File: src/rtl/b64e_pkg.sv
`timescale 1ns / 1ps

package b64e_pkg;

    localparam logic [6:0] C_PAD_CHAR   = 7'h3D;
    localparam logic [6:0] C_CHAR_UPPER = 7'd65;
    localparam logic [6:0] C_CHAR_LOWER = 7'd97;
    localparam logic [6:0] C_CHAR_DIGIT = 7'd48;
    localparam logic [6:0] C_CHAR_PLUS  = 7'd43;
    localparam logic [6:0] C_CHAR_SLASH = 7'd47;

    // Number of source bytes held by a group: one, two or three.
    localparam logic [1:0] C_HAVE_ONE   = 2'd1;
    localparam logic [1:0] C_HAVE_TWO   = 2'd2;
    localparam logic [1:0] C_HAVE_THREE = 2'd3;

    // One group handed from the front to the back.
    typedef struct packed {
        logic [23:0] word;
        logic [1:0]  have;
        logic        eom;
    } t_group;

    function automatic logic [6:0] f_sextet_char(input logic [5:0] v);
        logic [6:0] c;
        logic [6:0] w;
        w = {1'b0, v};
        if (v < 6'd26) begin
            c = C_CHAR_UPPER + w;
        end else if (v < 6'd52) begin
            c = C_CHAR_LOWER + w - 7'd26;
        end else if (v < 6'd62) begin
            c = C_CHAR_DIGIT + w - 7'd52;
        end else if (v == 6'd62) begin
            c = C_CHAR_PLUS;
        end else begin
            c = C_CHAR_SLASH;
        end
        return c;
    endfunction

endpackage

File: src/rtl/base64_stream_encoder_top.sv
`timescale 1ns / 1ps
// Streaming Base64 encoder, standard alphabet with '=' padding.
// Input channel: one raw byte per item on i_data_byte, with i_end_of_message
// high on the last byte of a message. An item is taken when push is high
// and full is low. Output channel: one ASCII character per item; the oldest
// character sits on o_out_char while empty is low and leaves when pop is high.
// o_group_last marks the fourth character of each group, o_message_last the
// fourth character of the group that ends a message.
// Every three bytes, or a shorter tail at the end of a message, make a group
// of four characters. A byte that completes a group is written to the group
// queue, and its first character then enters the output register; the rest
// follow one per cycle while pop is high. Bytes are taken one per cycle while
// full is low; the one-character output register limits the sustained rate.
// Up to P_FIFO_DEPTH finished groups wait between the byte assembler and the
// character serializer; full rises when that queue fills because the
// receiver stalls, and the output character holds until it is popped.
// Reset clears the held bytes and empties the group queue and the output register.
module base64_stream_encoder_top
    import b64e_pkg::*;
#(
    parameter int P_FIFO_DEPTH = 4
) (
    input  logic       i_clk,
    input  logic       i_rst_n,
    input  logic       push,
    output logic       full,
    input  logic [7:0] i_data_byte,
    input  logic       i_end_of_message,
    output logic       empty,
    input  logic       pop,
    output logic [6:0] o_out_char,
    output logic       o_group_last,
    output logic       o_message_last
);

    logic   accept;
    logic   grp_wr;
    t_group grp_in;
    t_group grp_out;
    logic   grp_rd;
    logic   grp_empty;

    assign accept = push && !full;

    b64e_front u_front (
        .i_clk            (i_clk),
        .i_rst_n          (i_rst_n),
        .i_accept         (accept),
        .i_data_byte      (i_data_byte),
        .i_end_of_message (i_end_of_message),
        .o_grp_wr         (grp_wr),
        .o_grp            (grp_in)
    );

    b64e_fifo #(
        .DEPTH (P_FIFO_DEPTH)
    ) u_fifo (
        .i_clk     (i_clk),
        .i_rst_n   (i_rst_n),
        .i_wr      (grp_wr),
        .i_wr_data (grp_in),
        .o_full    (full),
        .i_rd      (grp_rd),
        .o_rd_data (grp_out),
        .o_empty   (grp_empty)
    );

    b64e_back u_back (
        .i_clk          (i_clk),
        .i_rst_n        (i_rst_n),
        .i_grp          (grp_out),
        .i_grp_empty    (grp_empty),
        .o_grp_rd       (grp_rd),
        .o_out_char     (o_out_char),
        .o_group_last   (o_group_last),
        .o_message_last (o_message_last),
        .o_empty        (empty),
        .i_pop          (pop)
    );

endmodule

File: src/rtl/b64e_fifo.sv
`timescale 1ns / 1ps

module b64e_fifo
    import b64e_pkg::*;
#(
    parameter int DEPTH = 4
) (
    input  logic   i_clk,
    input  logic   i_rst_n,
    input  logic   i_wr,
    input  t_group i_wr_data,
    output logic   o_full,
    input  logic   i_rd,
    output t_group o_rd_data,
    output logic   o_empty
);

    localparam int AW = (DEPTH > 1) ? $clog2(DEPTH) : 1;
    localparam int CW = $clog2(DEPTH + 1);
    localparam logic [AW-1:0] LAST_PTR = AW'(DEPTH - 1);
    localparam logic [CW-1:0] FULL_CNT = CW'(DEPTH);

    t_group        r_mem [DEPTH];
    logic [AW-1:0] r_wr_ptr;
    logic [AW-1:0] r_rd_ptr;
    logic [CW-1:0] r_count;

    logic do_wr;
    logic do_rd;

    assign o_full    = (r_count == FULL_CNT);
    assign o_empty   = (r_count == '0);
    assign o_rd_data = r_mem[r_rd_ptr];
    assign do_wr     = i_wr && !o_full;
    assign do_rd     = i_rd && !o_empty;

    always_ff @(posedge i_clk) begin
        if (do_wr) begin
            r_mem[r_wr_ptr] <= i_wr_data;
        end
    end

    always_ff @(posedge i_clk) begin
        if (!i_rst_n) begin
            r_wr_ptr <= '0;
            r_rd_ptr <= '0;
            r_count  <= '0;
        end else begin
            if (do_wr) begin
                r_wr_ptr <= (r_wr_ptr == LAST_PTR) ? '0 : r_wr_ptr + 1'b1;
            end
            if (do_rd) begin
                r_rd_ptr <= (r_rd_ptr == LAST_PTR) ? '0 : r_rd_ptr + 1'b1;
            end
            if (do_wr && !do_rd) begin
                r_count <= r_count + 1'b1;
            end else if (do_rd && !do_wr) begin
                r_count <= r_count - 1'b1;
            end
        end
    end

endmodule

File: src/rtl/b64e_front.sv
`timescale 1ns / 1ps

module b64e_front
    import b64e_pkg::*;
(
    input  logic       i_clk,
    input  logic       i_rst_n,
    input  logic       i_accept,
    input  logic [7:0] i_data_byte,
    input  logic       i_end_of_message,
    output logic       o_grp_wr,
    output t_group     o_grp
);

    logic [15:0] r_bytes;
    logic [1:0]  r_count;
    logic [15:0] n_bytes;
    logic [1:0]  n_count;
    logic        complete;

    // A count of three never arises; it behaves like two.
    always_comb begin
        n_bytes   = r_bytes;
        n_count   = r_count;
        o_grp.eom = i_end_of_message;
        complete  = i_end_of_message || r_count[1];
        case (r_count)
            2'd0: begin
                o_grp.word = {i_data_byte, 16'h0000};
                o_grp.have = C_HAVE_ONE;
            end
            2'd1: begin
                o_grp.word = {r_bytes[15:8], i_data_byte, 8'h00};
                o_grp.have = C_HAVE_TWO;
            end
            default: begin
                o_grp.word = {r_bytes, i_data_byte};
                o_grp.have = C_HAVE_THREE;
            end
        endcase
        if (i_accept) begin
            if (complete) begin
                n_bytes = '0;
                n_count = '0;
            end else if (r_count == 2'd0) begin
                n_bytes = {i_data_byte, 8'h00};
                n_count = 2'd1;
            end else begin
                n_bytes = {r_bytes[15:8], i_data_byte};
                n_count = 2'd2;
            end
        end
    end

    assign o_grp_wr = i_accept && complete;

    always_ff @(posedge i_clk) begin
        if (!i_rst_n) begin
            r_bytes <= '0;
            r_count <= '0;
        end else begin
            r_bytes <= n_bytes;
            r_count <= n_count;
        end
    end

endmodule

File: src/rtl/b64e_back.sv
`timescale 1ns / 1ps

module b64e_back
    import b64e_pkg::*;
(
    input  logic       i_clk,
    input  logic       i_rst_n,
    input  t_group     i_grp,
    input  logic       i_grp_empty,
    output logic       o_grp_rd,
    output logic [6:0] o_out_char,
    output logic       o_group_last,
    output logic       o_message_last,
    output logic       o_empty,
    input  logic       i_pop
);

    logic [1:0] r_idx;
    logic       r_valid;
    logic [6:0] r_char;
    logic       r_glast;
    logic       r_mlast;

    logic       advance;
    logic [6:0] n_char;

    // The output register reloads whenever a group is waiting and the register is free or being drained.
    assign advance  = !i_grp_empty && (!r_valid || i_pop);
    assign o_grp_rd = advance && (r_idx == 2'd3);

    always_comb begin
        case (r_idx)
            2'd0:    n_char = f_sextet_char(i_grp.word[23:18]);
            2'd1:    n_char = f_sextet_char(i_grp.word[17:12]);
            2'd2:    n_char = (i_grp.have >= C_HAVE_TWO) ?
                              f_sextet_char(i_grp.word[11:6]) : C_PAD_CHAR;
            default: n_char = (i_grp.have == C_HAVE_THREE) ?
                              f_sextet_char(i_grp.word[5:0]) : C_PAD_CHAR;
        endcase
    end

    always_ff @(posedge i_clk) begin
        if (!i_rst_n) begin
            r_idx   <= '0;
            r_valid <= 1'b0;
        end else begin
            if (advance) begin
                r_idx   <= r_idx + 1'b1;
                r_valid <= 1'b1;
            end else if (i_pop) begin
                r_valid <= 1'b0;
            end
        end
    end

    always_ff @(posedge i_clk) begin
        if (advance) begin
            r_char  <= n_char;
            r_glast <= (r_idx == 2'd3);
            r_mlast <= (r_idx == 2'd3) && i_grp.eom;
        end
    end

    assign o_out_char     = r_char;
    assign o_group_last   = r_glast;
    assign o_message_last = r_mlast;
    assign o_empty        = !r_valid;

endmodule

File: config.mk
export PLATFORM = sky130hd
export DESIGN_NAME = base64_stream_encoder_top
export DESIGN_NICKNAME = d
export VERILOG_FILES = /design/src/rtl/b64e_pkg.sv /design/src/rtl/base64_stream_encoder_top.sv /design/src/rtl/b64e_fifo.sv /design/src/rtl/b64e_front.sv /design/src/rtl/b64e_back.sv
export SDC_FILE = /design/constraint.sdc
export NUM_CORES = 1
export LEC_CHECK = 0
export ABC_AREA = 1
export BUFFER_PORTS_ARGS = -buffer_cell sky130_fd_sc_hd__buf_2
export CAP_MARGIN = 20
export CORE_ASPECT_RATIO = 0.8
export CORE_MARGIN = 4
export CORE_UTILIZATION = 52
export DETAILED_ROUTE_END_ITERATION = 8
export HOLD_SLACK_MARGIN = 0.12
export MAX_ROUTING_LAYER = met4
export PLACE_DENSITY_LB_ADDON = 0.25
export SYNTH_ARGS = -nofsm -noshare
export SYNTH_HDL_FRONTEND = slang
export SYNTH_SLANG_ARGS = --single-unit
File: constraint.sdc
create_clock -name i_clk -period 4.11 [get_ports i_clk]
set_input_delay 0.822 -clock i_clk [delete_from_list [all_inputs] [get_ports i_clk]]
set_output_delay 0.822 -clock i_clk [all_outputs]
set_load 0.02 [all_outputs]
==> metrics.md <==
| Metric | Value |
|---|---|
| Setup-failing EPs final | 0 |
| Clk sinks | approximately 150 |
| Initial Utilization | around 54% |
| Die area | 17100 um2 |
| Avg Inst Size Synth | between 8 and 9 um2 |
| Vias per cell | about 5.4 |
| Sequential share of the synthesized area | 52.6% |
| Largest net degree at the start of global routing | 56 |
| Leak | 3.66 nW |
| Register area | ~4100 um2 |
| Crit path top cell by count | nand2_1 |
| Mapped Area | just under 8000 um2 |
| CP Data Arrival Time | around 3 ns |
| Post-synth EDFFs | roughly 120 |
| Critical Path Max Stage Delay | 0.56 ns |
| Num CTS Buffers | 17 |
| Status | finished, final reports clean |
| Minimum clock period | 2.81 ns |
| Share of the synthesized area in the top cell type | between 40 and 50% |
| Port Buffers | 23 |
| Crit path buf inv count | 3 |
| Dpl cells | about 1100 |
| Hold_ws | around 0.47 ns |
| Clock buffer depth | 2 |
| Crit-path leading delay family | simple AND/OR/NAND/NOR gates |
| Crit share post-route | 68.3% |
| Iter 0 DRT Violations | approximately 500 |
| Actual slew at the worst max-slew pin | between 0.8 and 0.9 ns |
| Initial antenna violation count | 0 |
| Max Clock Skew | between 0.01 and 0.015 ns |
| Number of global-route vias before repair | roughly 5400 |
| CP Launch Type | flip-flop |
| Post CTS Setup Buffer Count | 0 |
| Area grow syn2layout | 11.2% |
| H-tree level count | 4 |
| Via count | 5945 |
| Diodes inserted | 0 |
| Synthesized Nets | approximately 930 |
| Number of gates resized after CTS | 0 |
| Slew Limit Fails | 0 |
| GR Util All Layers | between 20% and 30% |
| Hold Fails Final Rpt | 0 |
| Pre-antenna DRT Iters | 6 |
| Maxcap violations | 0 |
| Crit path cell chain | buf_4 -> nand2_1 -> nand3_1 -> nand2_1 -> inv_1 -> ha_1 -> inv_1 -> nand2_1 -> nand2_1 -> nand2_1 -> nand2_1 -> a21oi_1 -> nor2_1 -> nor2_1 -> nor2_1 -> nor2_1 |
| Crit path max fanout | 21 |
| Avg WL per Cell | 15.6 um |
| Max-Slew Margin vs Limit | between 40% and 50% |
| Nets@finish | between 900 and 1000 |
| Die Height | 118 um |
| Unrepaired setup endpoints after global routing | false |
| Hold buffers post-CTS | 0 |
| Global-route wire length before repair | about 28000 um |
| Maximum vdd ir drop | about 0.00034 V |
| Setup TNS | 0 ns |
| Final Non-Filler Cells | around 1100 |
| Synth cell count leaders | nand2_1 (245), edfxtp_1 (117), nand3_1 (96), inv_1 (89), nor2_1 (60) |
| Fraction of registers with async set/reset | 0% |
| Remaining DRCs | 0 |
| Global route total overflow | 0 |
| Yosys Warn Count | 0 |
| ANT nets after route | 0 |
| Layout cells sized above 1 | a little over an eighth |
| Filler Cells Inserted | 1232 |
| Main flop type after synthesis | edfxtp_1 |
| Core area | about 14000 um2 |
| Rows | 39 |
| Final core utilization | around three fifths |
| Setup crit end kind | flip-flop |
| Top post-synthesis cells by area | edfxtp_1 (45%), nand2_1 (12%), dfxtp_1 (7.7%), nand3_1 (6.1%), ha_1 (5.1%) |
| Critical path's slowest cell | dfxtp_2 |
| WP data required | 4.37 ns |
| Multi-input logic area | 3160 um2 |
| Flops & latches, synth | about 150 |
| CTS Root Cell | clkbuf_16 |
| Hold Path Class | flip-flop to flip-flop |
| Chip width | about 150 um |
| Routability congestion estimate | ~0.94 |
| Fmax | between 0.3 and 0.4 GHz |
| Crit Path Category | flip-flop to flip-flop |
| Post-synth cell types | 38 |
| Post-Synthesis Cells | 883 |
| Count leader, synth | nand2_1 |
| Synth area leader | edfxtp_1 |
| Power Dens Cells | 515 nW/um2 |
| IO Count | 24 |
| HPWL after DPL | roughly 12000 um |
| Clk_lat worst skew | around 0.43 ns |
| CTS tree | built |
| WL final | ~17000 um |
| Clock-pin transition on the worst setup and hold timing paths | around 0.070 ns |
[worst reg2reg max path, cell delays in order (launching register included)]
cell and delay, ns:
dfxtp_2 0.56, buf_4 0.33, nand2_1 0.09, nand3_1 0.09
nand2_1 0.15, inv_1 0.15, ha_1 0.25, inv_1 0.08
nand2_1 0.10, nand2_1 0.05, nand2_1 0.19, nand2_1 0.09
a21oi_1 0.15, nor2_1 0.06, nor2_1 0.09, nor2_1 0.07
nor2_1 0.15
[power by group]
part / internal (mW) / switching, mW
Sequential: 1.77 / 0.0483
Combinational: 0.327 / 0.731
Clock: 0.923 / 0.677
[sequential cells by signal, summed over array words and instances, names as in the netlist, named ones only]
signal,flops
u_back.o_group_last,1
u_back.o_message_last,1
u_back.o_out_char,7
u_back.r_idx,2
u_back.r_valid,1
u_fifo.r_count,3
u_fifo.r_mem,108
u_fifo.r_rd_ptr,2
u_fifo.r_wr_ptr,2
u_front.r_bytes,16
u_front.r_count,2
[routing by layer]
metal	part of all wire (%)	GRT usage, %	wire [um]	vias up
met5	0	-	0	-
met4	1.3	5.93	227	0
met3	6.7	4.58	1170	27
met2	44	31.2	7580	186
met1	48	29.6	8320	2724
li1	-	-	-	3008
[final cells by class]
type,instances,share of cell area [%]
flip-flops and latches,147,47.3
multi-input cells,608,36.4
clock buffers,17,4.89
inverters,104,4.55
well taps,184,2.65
clock inverters,15,2.22
repair buffers,31,2.01
[cells in the final DEF (no fill, tap or decap), types with 3 or more instances in the layout]
| cell type | count |
|---|---|
| or2_0 | 3 |
| o21ai_1 | 11 |
| buf_2 | 23 |
| xor2_1 | 13 |
| edfxtp_1 | 117 |
| dfxtp_1 | 29 |
| nor2_2 | 10 |
| nor3_1 | 3 |
| nand3_2 | 3 |
| nor2_1 | 56 |
| o32ai_1 | 6 |
| nand2_1 | 245 |
| buf_4 | 8 |
| o211ai_1 | 9 |
| ha_1 | 32 |
| inv_1 | 89 |
| o22ai_1 | 9 |
| nand4_1 | 3 |
| a21oi_1 | 33 |
| clkinvlp_4 | 3 |
| inv_6 | 4 |
| nand2_2 | 23 |
| inv_2 | 14 |
| nand3_1 | 96 |
| nor2_4 | 3 |
| clkbuf_16 | 17 |
| o21ai_0 | 38 |
| inv_8 | 3 |
[worst paths after layout]
kind	slack [ns]	cells past startpoint	from	endpoint
max	1.30	16	flip-flop	u_back.o_out_char[3]
max reg2reg	1.30	16	flip-flop	u_back.o_out_char[3]
min reg2reg	0.47	2	u_front.r_bytes[1]	u_front.r_bytes[1]
min	0.47	2	u_front.r_bytes[1]	u_front.r_bytes[1]
[cells by family after synthesis]
family	synth area share, %
simple gates	25.2
flops	52.6
compound gates	8.15
xor+xnor	1.57
buf+inv	7.06
fa+ha+maj	5.38
[stage by stage]
stage	total power, mW	worst slack, ns	cell area, um2
floorplan	2.62	1.19	7820
global placement	2.89	1.33	8080
detailed placement	2.90	1.26	8080
CTS	4.49	1.34	8700
global route	4.71	0.974	8700
finish	4.48	1.30	8700
Note: power is estimated with default switching activity, not from simulation.
